## src/hw/rtl/comb_enum_pkg.sv

```systemverilog
// Shared types and constants of the combination enumerator.
`default_nettype none

package comb_enum_pkg;

  // Field and register widths
  localparam int N_W     = 7;   // total_objects register
  localparam int K_W     = 5;   // chosen_count register
  localparam int ELEM_W  = 6;   // element_value port
  localparam int POS_W   = 4;   // position port
  localparam int VAL_W   = 7;   // stored index, holds up to 2**N_W - 2
  localparam int CFG_W   = 7;   // widest register
  localparam int IDX_W   = 1;   // register index

  // Defaults of the top level parameters
  localparam int DEF_MAX_OBJECTS = 64;
  localparam int DEF_MAX_CHOSEN  = 16;

  // Reset values of the registers
  localparam logic [N_W-1:0] RESET_TOTAL  = 7'd4;
  localparam logic [K_W-1:0] RESET_CHOSEN = 5'd2;

  // Register indexes
  localparam logic [IDX_W-1:0] REG_TOTAL_OBJECTS = 1'b0;
  localparam logic [IDX_W-1:0] REG_CHOSEN_COUNT  = 1'b1;

  // Controller to datapath commands
  typedef struct packed {
    logic report_bad;   // send one bad_config word
    logic report_fin;   // mark the series exhausted and send one finished word
    logic issue;        // read the choice at the current position and advance
  } cmd_t;

  // Datapath to controller status
  typedef struct packed {
    logic bad;          // configuration unusable
    logic series_done;  // no further combination remains
    logic issue_last;   // current position is the last of the combination
  } status_t;

endpackage

`default_nettype wire

```

## src/hw/rtl/comb_enum_dp.sv

```systemverilog
// Datapath: registers, choice memory, pivot tracking and result words.
`default_nettype none

module comb_enum_dp #(
  parameter int MAX_OBJECTS = comb_enum_pkg::DEF_MAX_OBJECTS,
  parameter int MAX_CHOSEN  = comb_enum_pkg::DEF_MAX_CHOSEN
) (
  input  wire logic                             clk,
  input  wire logic                             rst,
  input  wire logic                             cfg_we,
  input  wire logic [comb_enum_pkg::IDX_W-1:0]  cfg_index,
  input  wire logic [comb_enum_pkg::CFG_W-1:0]  cfg_data,
  input  wire comb_enum_pkg::cmd_t              cmd,
  output comb_enum_pkg::status_t                st,
  output logic                                  strobe,
  output logic [comb_enum_pkg::ELEM_W-1:0]      element_value,
  output logic [comb_enum_pkg::POS_W-1:0]       position,
  output logic                                  last_element,
  output logic                                  finished,
  output logic                                  bad_config
);

  localparam int KW = comb_enum_pkg::K_W;
  localparam int NW = comb_enum_pkg::N_W;
  localparam int VW = comb_enum_pkg::VAL_W;
  localparam int AW = (MAX_CHOSEN > 1) ? $clog2(MAX_CHOSEN) : 1;
  localparam int XW = (AW > KW) ? AW : KW;

  // Configuration and series state
  logic [NW-1:0] total_objects;
  logic [KW-1:0] chosen_count;
  logic          started;
  logic          exhausted;
  logic [KW-1:0] pick;        // rightmost position still below its maximum
  logic          pick_none;   // no such position: next request ends the series
  logic          maxed;       // pivot reached its maximum in this pass

  // Read side and emit stage
  logic [VW-1:0] mem [MAX_CHOSEN];
  logic [KW-1:0] pos;
  logic [VW-1:0] rd_data;
  logic          emit_v;
  logic [KW-1:0] emit_pos;
  logic [VW-1:0] prev;

  logic [NW-1:0] spare;
  logic [XW-1:0] rd_ext;
  logic [XW-1:0] wr_ext;
  logic [VW-1:0] value;
  logic          wr_en;
  logic          at_pick;
  logic          maxed_now;
  logic          emit_last;
  logic [KW-1:0] k_minus_one;
  logic          pick_none_next;
  logic [KW-1:0] pick_next;

  // Status toward the controller
  always_comb begin
    st.bad = ({2'b00, chosen_count} > total_objects) ||
             (int'(chosen_count) > MAX_CHOSEN) ||
             (int'(total_objects) > MAX_OBJECTS);
    st.series_done = (chosen_count == '0) || exhausted || (started && pick_none);
    st.issue_last  = (pos == k_minus_one);
  end

  assign spare       = total_objects - {2'b00, chosen_count};
  assign k_minus_one = chosen_count - 1'b1;
  assign rd_ext      = XW'(pos);
  assign wr_ext      = XW'(emit_pos);
  assign at_pick     = (emit_pos == pick);
  assign emit_last   = (emit_pos == k_minus_one);

  // Form the index at the emitted position
  always_comb begin
    if (!started) begin
      value = VW'(emit_pos);
      wr_en = emit_v;
    end else if (emit_pos < pick) begin
      value = rd_data;
      wr_en = 1'b0;
    end else if (at_pick) begin
      value = rd_data + 1'b1;
      wr_en = emit_v;
    end else begin
      value = prev + 1'b1;
      wr_en = emit_v;
    end
  end

  assign maxed_now = ({1'b0, value} == ((VW + 1)'(pick) + (VW + 1)'(spare)));

  // Pivot for the next request
  always_comb begin
    pick_next      = k_minus_one;
    pick_none_next = 1'b0;
    if (!started) begin
      pick_none_next = (spare == '0);
    end else if (at_pick ? maxed_now : maxed) begin
      pick_none_next = (pick == '0);
      pick_next      = pick - 1'b1;
    end
  end

  // Hold configuration and series state
  always_ff @(posedge clk) begin
    if (rst) begin
      total_objects <= comb_enum_pkg::RESET_TOTAL;
      chosen_count  <= comb_enum_pkg::RESET_CHOSEN;
      started       <= 1'b0;
      exhausted     <= 1'b0;
      pick          <= '0;
      pick_none     <= 1'b0;
      maxed         <= 1'b0;
    end else if (cfg_we) begin
      started   <= 1'b0;
      exhausted <= 1'b0;
      if (cfg_index == comb_enum_pkg::REG_TOTAL_OBJECTS) begin
        total_objects <= cfg_data;
      end else begin
        chosen_count <= cfg_data[KW-1:0];
      end
    end else begin
      if (cmd.report_fin) begin
        exhausted <= 1'b1;
      end
      if (emit_v && started && at_pick) begin
        maxed <= maxed_now;
      end
      if (emit_v && emit_last) begin
        started   <= 1'b1;
        pick      <= pick_next;
        pick_none <= pick_none_next;
      end
    end
  end

  // Advance the read position and feed the emit stage
  always_ff @(posedge clk) begin
    if (rst) begin
      pos    <= '0;
      emit_v <= 1'b0;
    end else begin
      emit_v <= cmd.issue;
      if (cmd.issue) begin
        pos <= st.issue_last ? '0 : pos + 1'b1;
      end
    end
  end

  // Choice memory: one read port, one write port
  always_ff @(posedge clk) begin
    if (cmd.issue) begin
      rd_data <= mem[rd_ext[AW-1:0]];
    end
    if (wr_en) begin
      mem[wr_ext[AW-1:0]] <= value;
    end
  end

  always_ff @(posedge clk) begin
    if (cmd.issue) begin
      emit_pos <= pos;
    end
    if (emit_v) begin
      prev <= value;
    end
  end

  // Drive the result word
  always_ff @(posedge clk) begin
    if (rst) begin
      strobe <= 1'b0;
    end else begin
      strobe <= emit_v || cmd.report_bad || cmd.report_fin;
    end
    if (emit_v) begin
      element_value <= value[comb_enum_pkg::ELEM_W-1:0];
      position      <= emit_pos[comb_enum_pkg::POS_W-1:0];
      last_element  <= emit_last;
      finished      <= 1'b0;
      bad_config    <= 1'b0;
    end else begin
      element_value <= '0;
      position      <= '0;
      last_element  <= 1'b1;
      finished      <= cmd.report_fin;
      bad_config    <= cmd.report_bad;
    end
  end

endmodule

`default_nettype wire

```

## src/hw/rtl/comb_enum_ctrl.sv

```systemverilog
// Controller: sequences reports and the read pass of one request.
`default_nettype none

module comb_enum_ctrl (
  input  wire logic                   clk,
  input  wire logic                   rst,
  input  wire logic                   start,
  input  wire logic                   advance,
  input  wire comb_enum_pkg::status_t st,
  output comb_enum_pkg::cmd_t         cmd,
  output logic                        busy
);

  typedef enum logic [1:0] {
    IDLE,
    REPORT,
    ISSUE,
    DRAIN
  } state_t;

  state_t state;

  // Hold state and registered commands
  always_ff @(posedge clk) begin
    if (rst) begin
      state <= IDLE;
      busy  <= 1'b0;
      cmd   <= '0;
    end else begin
      case (state)
        IDLE: begin
          if (start && !busy && advance) begin
            busy <= 1'b1;
            if (st.bad) begin
              cmd.report_bad <= 1'b1;
              state          <= REPORT;
            end else if (st.series_done) begin
              cmd.report_fin <= 1'b1;
              state          <= REPORT;
            end else begin
              cmd.issue <= 1'b1;
              state     <= ISSUE;
            end
          end
        end
        REPORT: begin
          cmd   <= '0;
          busy  <= 1'b0;
          state <= IDLE;
        end
        ISSUE: begin
          if (st.issue_last) begin
            cmd.issue <= 1'b0;
            state     <= DRAIN;
          end
        end
        DRAIN: begin
          busy  <= 1'b0;
          state <= IDLE;
        end
        default: begin
          cmd   <= '0;
          busy  <= 1'b0;
          state <= IDLE;
        end
      endcase
    end
  end

endmodule

`default_nettype wire

```

## src/hw/rtl/combination_enumerator_core.sv

```systemverilog
// Top level of the lexicographic k-combination enumerator.
//
//   channel   ports                                        handshake
//   request   start, advance, busy                         start && !busy
//   result    strobe, element_value, position,             strobe, one cycle,
//             last_element, finished, bad_config           no back-pressure
//   config    cfg_we, cfg_index, cfg_data                  cfg_we
//
// A request that yields a combination of k indexes keeps busy high through its k reads
// and the drain state; its k result words follow the accept through the command register,
// the emit stage and the result register, one a cycle. The pace is set by the single read port of the choice memory.
// A bad_config or finished request keeps busy high for one cycle and sends
// one word in the cycle after. Reset is synchronous; no clearing pass.
// Results cannot be stalled.
`default_nettype none

module combination_enumerator_core #(
  parameter int MAX_OBJECTS = comb_enum_pkg::DEF_MAX_OBJECTS,
  parameter int MAX_CHOSEN  = comb_enum_pkg::DEF_MAX_CHOSEN
) (
  input  wire logic                             clk,
  input  wire logic                             rst,
  input  wire logic                             start,
  input  wire logic                             advance,
  output logic                                  busy,
  input  wire logic                             cfg_we,
  input  wire logic [comb_enum_pkg::IDX_W-1:0]  cfg_index,
  input  wire logic [comb_enum_pkg::CFG_W-1:0]  cfg_data,
  output logic                                  strobe,
  output logic [comb_enum_pkg::ELEM_W-1:0]      element_value,
  output logic [comb_enum_pkg::POS_W-1:0]       position,
  output logic                                  last_element,
  output logic                                  finished,
  output logic                                  bad_config
);

  comb_enum_pkg::cmd_t    cmd;
  comb_enum_pkg::status_t st;

  comb_enum_ctrl u_ctrl (
    .clk     (clk),
    .rst     (rst),
    .start   (start),
    .advance (advance),
    .st      (st),
    .cmd     (cmd),
    .busy    (busy)
  );

  comb_enum_dp #(
    .MAX_OBJECTS (MAX_OBJECTS),
    .MAX_CHOSEN  (MAX_CHOSEN)
  ) u_dp (
    .clk           (clk),
    .rst           (rst),
    .cfg_we        (cfg_we),
    .cfg_index     (cfg_index),
    .cfg_data      (cfg_data),
    .cmd           (cmd),
    .st            (st),
    .strobe        (strobe),
    .element_value (element_value),
    .position      (position),
    .last_element  (last_element),
    .finished      (finished),
    .bad_config    (bad_config)
  );

  // A report word is always the only word of its request
  assert property (@(posedge clk) disable iff (rst)
    strobe && (finished || bad_config) |-> last_element && element_value == '0 &&
      position == '0 && !(finished && bad_config))
    else $error("report word malformed");

  // Words of one combination come in consecutive cycles with rising position
  assert property (@(posedge clk) disable iff (rst)
    strobe && !finished && !bad_config && position != '0 |->
      $past(strobe) && !$past(last_element) &&
      position == $past(position) + 1'b1)
    else $error("combination word out of order");

  // An accepted request always raises busy
  assert property (@(posedge clk) disable iff (rst)
    start && !busy && advance |=> busy)
    else $error("request accepted without going busy");

  // No result word without a pending request
  assert property (@(posedge clk) disable iff (rst)
    strobe && !$past(busy) |-> $past(strobe) || $past(busy, 2))
    else $error("result word with no request");

endmodule

`default_nettype wire

```

## config.mk

```make
export PLATFORM = sky130hd
export DESIGN_NAME = combination_enumerator_core
export DESIGN_NICKNAME = d
export VERILOG_FILES = /design/src/hw/rtl/comb_enum_pkg.sv /design/src/hw/rtl/comb_enum_dp.sv /design/src/hw/rtl/comb_enum_ctrl.sv /design/src/hw/rtl/combination_enumerator_core.sv
export SDC_FILE = /design/constraint.sdc
export NUM_CORES = 1
export LEC_CHECK = 0
export ABC_AREA = 1
export BUFFER_PORTS_ARGS = -buffer_cell sky130_fd_sc_hd__buf_2
export CELL_PAD_IN_SITES_DETAIL_PLACEMENT = 0
export CELL_PAD_IN_SITES_GLOBAL_PLACEMENT = 1
export CORE_MARGIN = 8
export CORE_UTILIZATION = 49
export CTS_CLUSTER_DIAMETER = 150
export CTS_CLUSTER_SIZE = 12
export DETAILED_ROUTE_END_ITERATION = 8
export HOLD_SLACK_MARGIN = 0.12
export PLACE_DENSITY_LB_ADDON = 0.1
export SYNTH_ARGS = -nofsm -noshare
export SYNTH_HDL_FRONTEND = slang
export SYNTH_SLANG_ARGS = --single-unit
```

## constraint.sdc

```tcl
create_clock -name clk -period 3.3 [get_ports clk]
set_clock_uncertainty 0.05 [all_clocks]
set_input_delay 0.33 -clock clk [delete_from_list [all_inputs] [get_ports clk]]
set_output_delay 0.33 -clock clk [all_outputs]
set_load 0.02 [all_outputs]
```

==> results_dict.tcl <==
set metrics [dict create \
    crit_buf_inv 3 \
    setup_tns_ns 0 \
    worst_pin_slew_ns 0.831 \
    synth_top_family_by_area "simple AND/OR/NAND/NOR gates" \
    rr_startpoint "u_dp.total_objects[0]" \
    ys_dominant_reg_cell "edfxtp_1" \
    p_leak_nw 3.90 \
    grt_use_total 0.187 \
    finalHoldViolCount 0 \
    drt-initial-drc-count 495 \
    drt_wl_total_um 19800 \
    final_net_count 946 \
    power.density_mw_per_mm2 668 \
    multiInputGateArea_mm2 0.00314 \
    cts_buffers 17 \
    max_freq_ghz 0.324 \
    power.total_mw 6.49 \
    grt_setup_unrepaired "no" \
    clk_pin_slew_worst_paths_ns 0.07 \
    critPathLaunchType "register" \
    synth_seq_area_share 0.582 \
    critPathSlowestCell "fa_2" \
    final_core_utilization 0.571 \
    relSlewSlack 0.445 \
    min_to "u_ctrl.busy" \
    reg2reg_depth 19 \
    crit_path_max_incr_delay_ns 0.42 \
    synth_compound_area_frac 0.0996 \
    core-area_mm2 0.0170 \
    post-route-min-period_ns 3.09 \
    ys_seq_elements 178 \
    clkSinkCount 178 \
    detail_route.wl_per_cell_um 17.4 \
    h-tree-depth 4 \
    status "finished, final reports clean" \
    synth_edf_count 131 \
    n_fill_cell 1516 \
    cp_data_required_time_ns 3.57 \
    syn_nets 889 \
    start_util 0.493 \
    crit_family "adder cells" \
    drc 0 \
    worstPathCellList "inv_2 -> ha_1 -> inv_1 -> fa_2 -> xor2_2 -> ha_4 -> a21oi_2 -> o21bai_1 -> xor2_1 -> nand3b_1 -> nand2_1 -> nor2_2 -> nand3_2 -> nand2_4 -> nand2_4 -> nand2_1 -> nand2_1 -> o21ai_1 -> inv_1" \
    path_max_fanout 7 \
    crit_top_cell "nand2_1" \
    rrSetupSlack_ns 0.21 \
    die-area_mm2 0.0215 \
    min_from "advance" \
    gp_congestion 0.855 \
    r2r-end "u_dp.pick[3]" \
    fin_crit_sh 0.935 \
    grt_max_degree 61 \
    syn_inst 847 \
    drt-pass1-iter-count 5 \
    portBuffers 27 \
    hold-worst-slack_ns 0.149 \
    regArea_mm2 0.00488 \
    antenna_cells 0 \
    hold_depth 3 \
    muxShareOfSynthArea 0.0119 \
    max_cap_violations 0 \
    io_pins 28 \
    hpwl_um 14100 \
    gr-total-overflow 0 \
    num_vias 6108 \
    fp.dieH_um 147 \
    clk_latency_ns 0.42 \
    synthSimpleGateAreaFrac 0.183 \
    synth-xor-area-share 0.0209 \
    grt_pass1_vias 5910 \
    synth.cell_area_mm2 0.00838 \
    end_kind "register" \
    synth_cell_types 43 \
    finalSetupViolations 0 \
    grt_first_pass_wirelength_um 31600 \
    drive_gt1_frac 0.157 \
    ctsRootBufferMaster "clkbuf_16" \
    tritoncts "done" \
    antenna_found_initial 0 \
    hold_path_class "in -> reg" \
    rows 48 \
    synthAdderAreaFrac 0.0451 \
    synth_area_per_cell_um2 9.89 \
    clock_path_buffers 2 \
    crit_type "reg -> reg" \
    ir_worst_vdd_v 0.000380 \
    routed_via_density 5.35 \
    synth_warnings 0 \
    die_width_um 147 \
    worstPathArrival_ns 3.36 \
    async_reset_ff_frac 0 \
    ant_nets 0 \
    layout_common_cells "edfxtp_1, nand2_1, nor2_1" \
    syn_to_final_growth_pct 15.9 \
    final_common_cell "edfxtp_1" \
    drv_slew 0 \
]
==> worst max path at each step <==
| stage | slack, ns | startpoint | cells after the start | end |
|---|---|---|---|---|
| 2_1_floorplan | 0.33 | u_dp.chosen_count[0] | 21 | u_dp.pick[3] |
| 3_3_place_gp | 0.12 | u_dp.chosen_count[2] | 19 | u_dp.pick[3] |
| 3_5_place_dp | 0.11 | u_dp.total_objects[0] | 19 | u_dp.pick[3] |
| 4_1_cts | 0.08 | u_dp.total_objects[0] | 19 | u_dp.pick[3] |
| 5_1_grt | 0.004 | u_dp.pick[2] | 24 | u_dp.pick[3] |
| 6_report | 0.21 | u_dp.total_objects[0] | 19 | u_dp.pick[3] |
==> cell families after synthesis <==
group / count (synthesis)
and+or+nand+nor: 351
DFF: 178
AOI/OAI and AO/OA: 135
buffers and inverters: 124
adders and majority gates: 29
xor gates and xnor gates: 20
muxes: 10
==> metal layers <==
layer | routed length (um) | share of wire | GRT usage | vias to the layer above
li1 | - | - | - | 3020
met1 | 8950 | 0.45 | 0.238 | 2926
met2 | 9750 | 0.49 | 0.312 | 136
met3 | 795 | 0.040 | 0.0381 | 26
met4 | 348 | 0.018 | 0.0665 | 0
met5 | 0 | 0 | 0 | -
==> cell usage after synthesis, drive strengths merged, types with 3 or more instances <==
| library cell | count | area [um^2] |
|---|---|---|
| a211oi | 3 | 22.5 |
| a21oi | 34 | 170 |
| a31oi | 3 | 18.8 |
| buf | 7 | 45.0 |
| clkbuf | 23 | 86.3 |
| dfxtp | 47 | 941 |
| edfxtp | 131 | 3930 |
| ha | 27 | 338 |
| inv | 93 | 349 |
| mux2i | 10 | 100 |
| nand2 | 143 | 584 |
| nand3 | 64 | 340 |
| nand3b | 4 | 30.0 |
| nor2 | 126 | 497 |
| nor3 | 7 | 35.0 |
| nor4 | 3 | 18.8 |
| o211ai | 5 | 37.5 |
| o21ai | 54 | 274 |
| o221ai | 10 | 87.6 |
| o32ai | 18 | 158 |
| xnor2 | 7 | 61.3 |
| xor2 | 13 | 114 |
==> worst min-delay path: stages <==
cell,delay (ns)
buf_2,0.10
nand3_1,0.07
a211oi_1,0.07
==> where the power goes <==
part	total, mW	internal, mW	switching [mW]	leakage (nW)
combinational	1.65	0.515	1.13	2.06
clock	2.09	1.21	0.877	0.292
sequential	2.75	2.66	0.0921	1.54
==> flip-flops by register name, indices dropped and copies added (netlist names), 2 cells and up <==
register            cells
u_dp.emit_pos           5
u_ctrl.state            2
u_dp.pick               5
u_ctrl.cmd              3
u_dp.element_value      6
u_dp.total_objects      7
u_dp.position           4
u_dp.mem              112
u_dp.prev               7
u_dp.chosen_count       5
u_dp.rd_data            7
u_dp.pos                5
==> through the flow <==
stage | worst slack (ns) | cell area [um^2] | std cells
6_report | 0.215 | 9710 | 1142
5_1_grt | 0.00378 | 9710 | 1142
4_1_cts | 0.0784 | 9580 | 1140
3_5_place_dp | 0.109 | 8930 | 1104
3_3_place_gp | 0.123 | 8930 | 1104
2_1_floorplan | 0.326 | 8380 | 847
==> area by class of cell <==
class / instances / area share
inverters: 94 / 0.0363
multi-input cells: 545 / 0.323
flip-flops and latches: 178 / 0.502
well taps: 225 / 0.0290
clock inverters: 13 / 0.0182
repair buffers: 68 / 0.0466
clock buffers: 19 / 0.0446
==> what timing repair did <==
| action | in CTS | in global routing |
|---|---|---|
| hold buffers | 4 | 0 |
| setup buffers | 0 | 2 |
| resized for setup | 0 | 25 |
| endpoints found under the setup margin | 0 | 6 |
| endpoints found under the hold margin | 4 | 0 |
(Power assumes the default switching activity.)
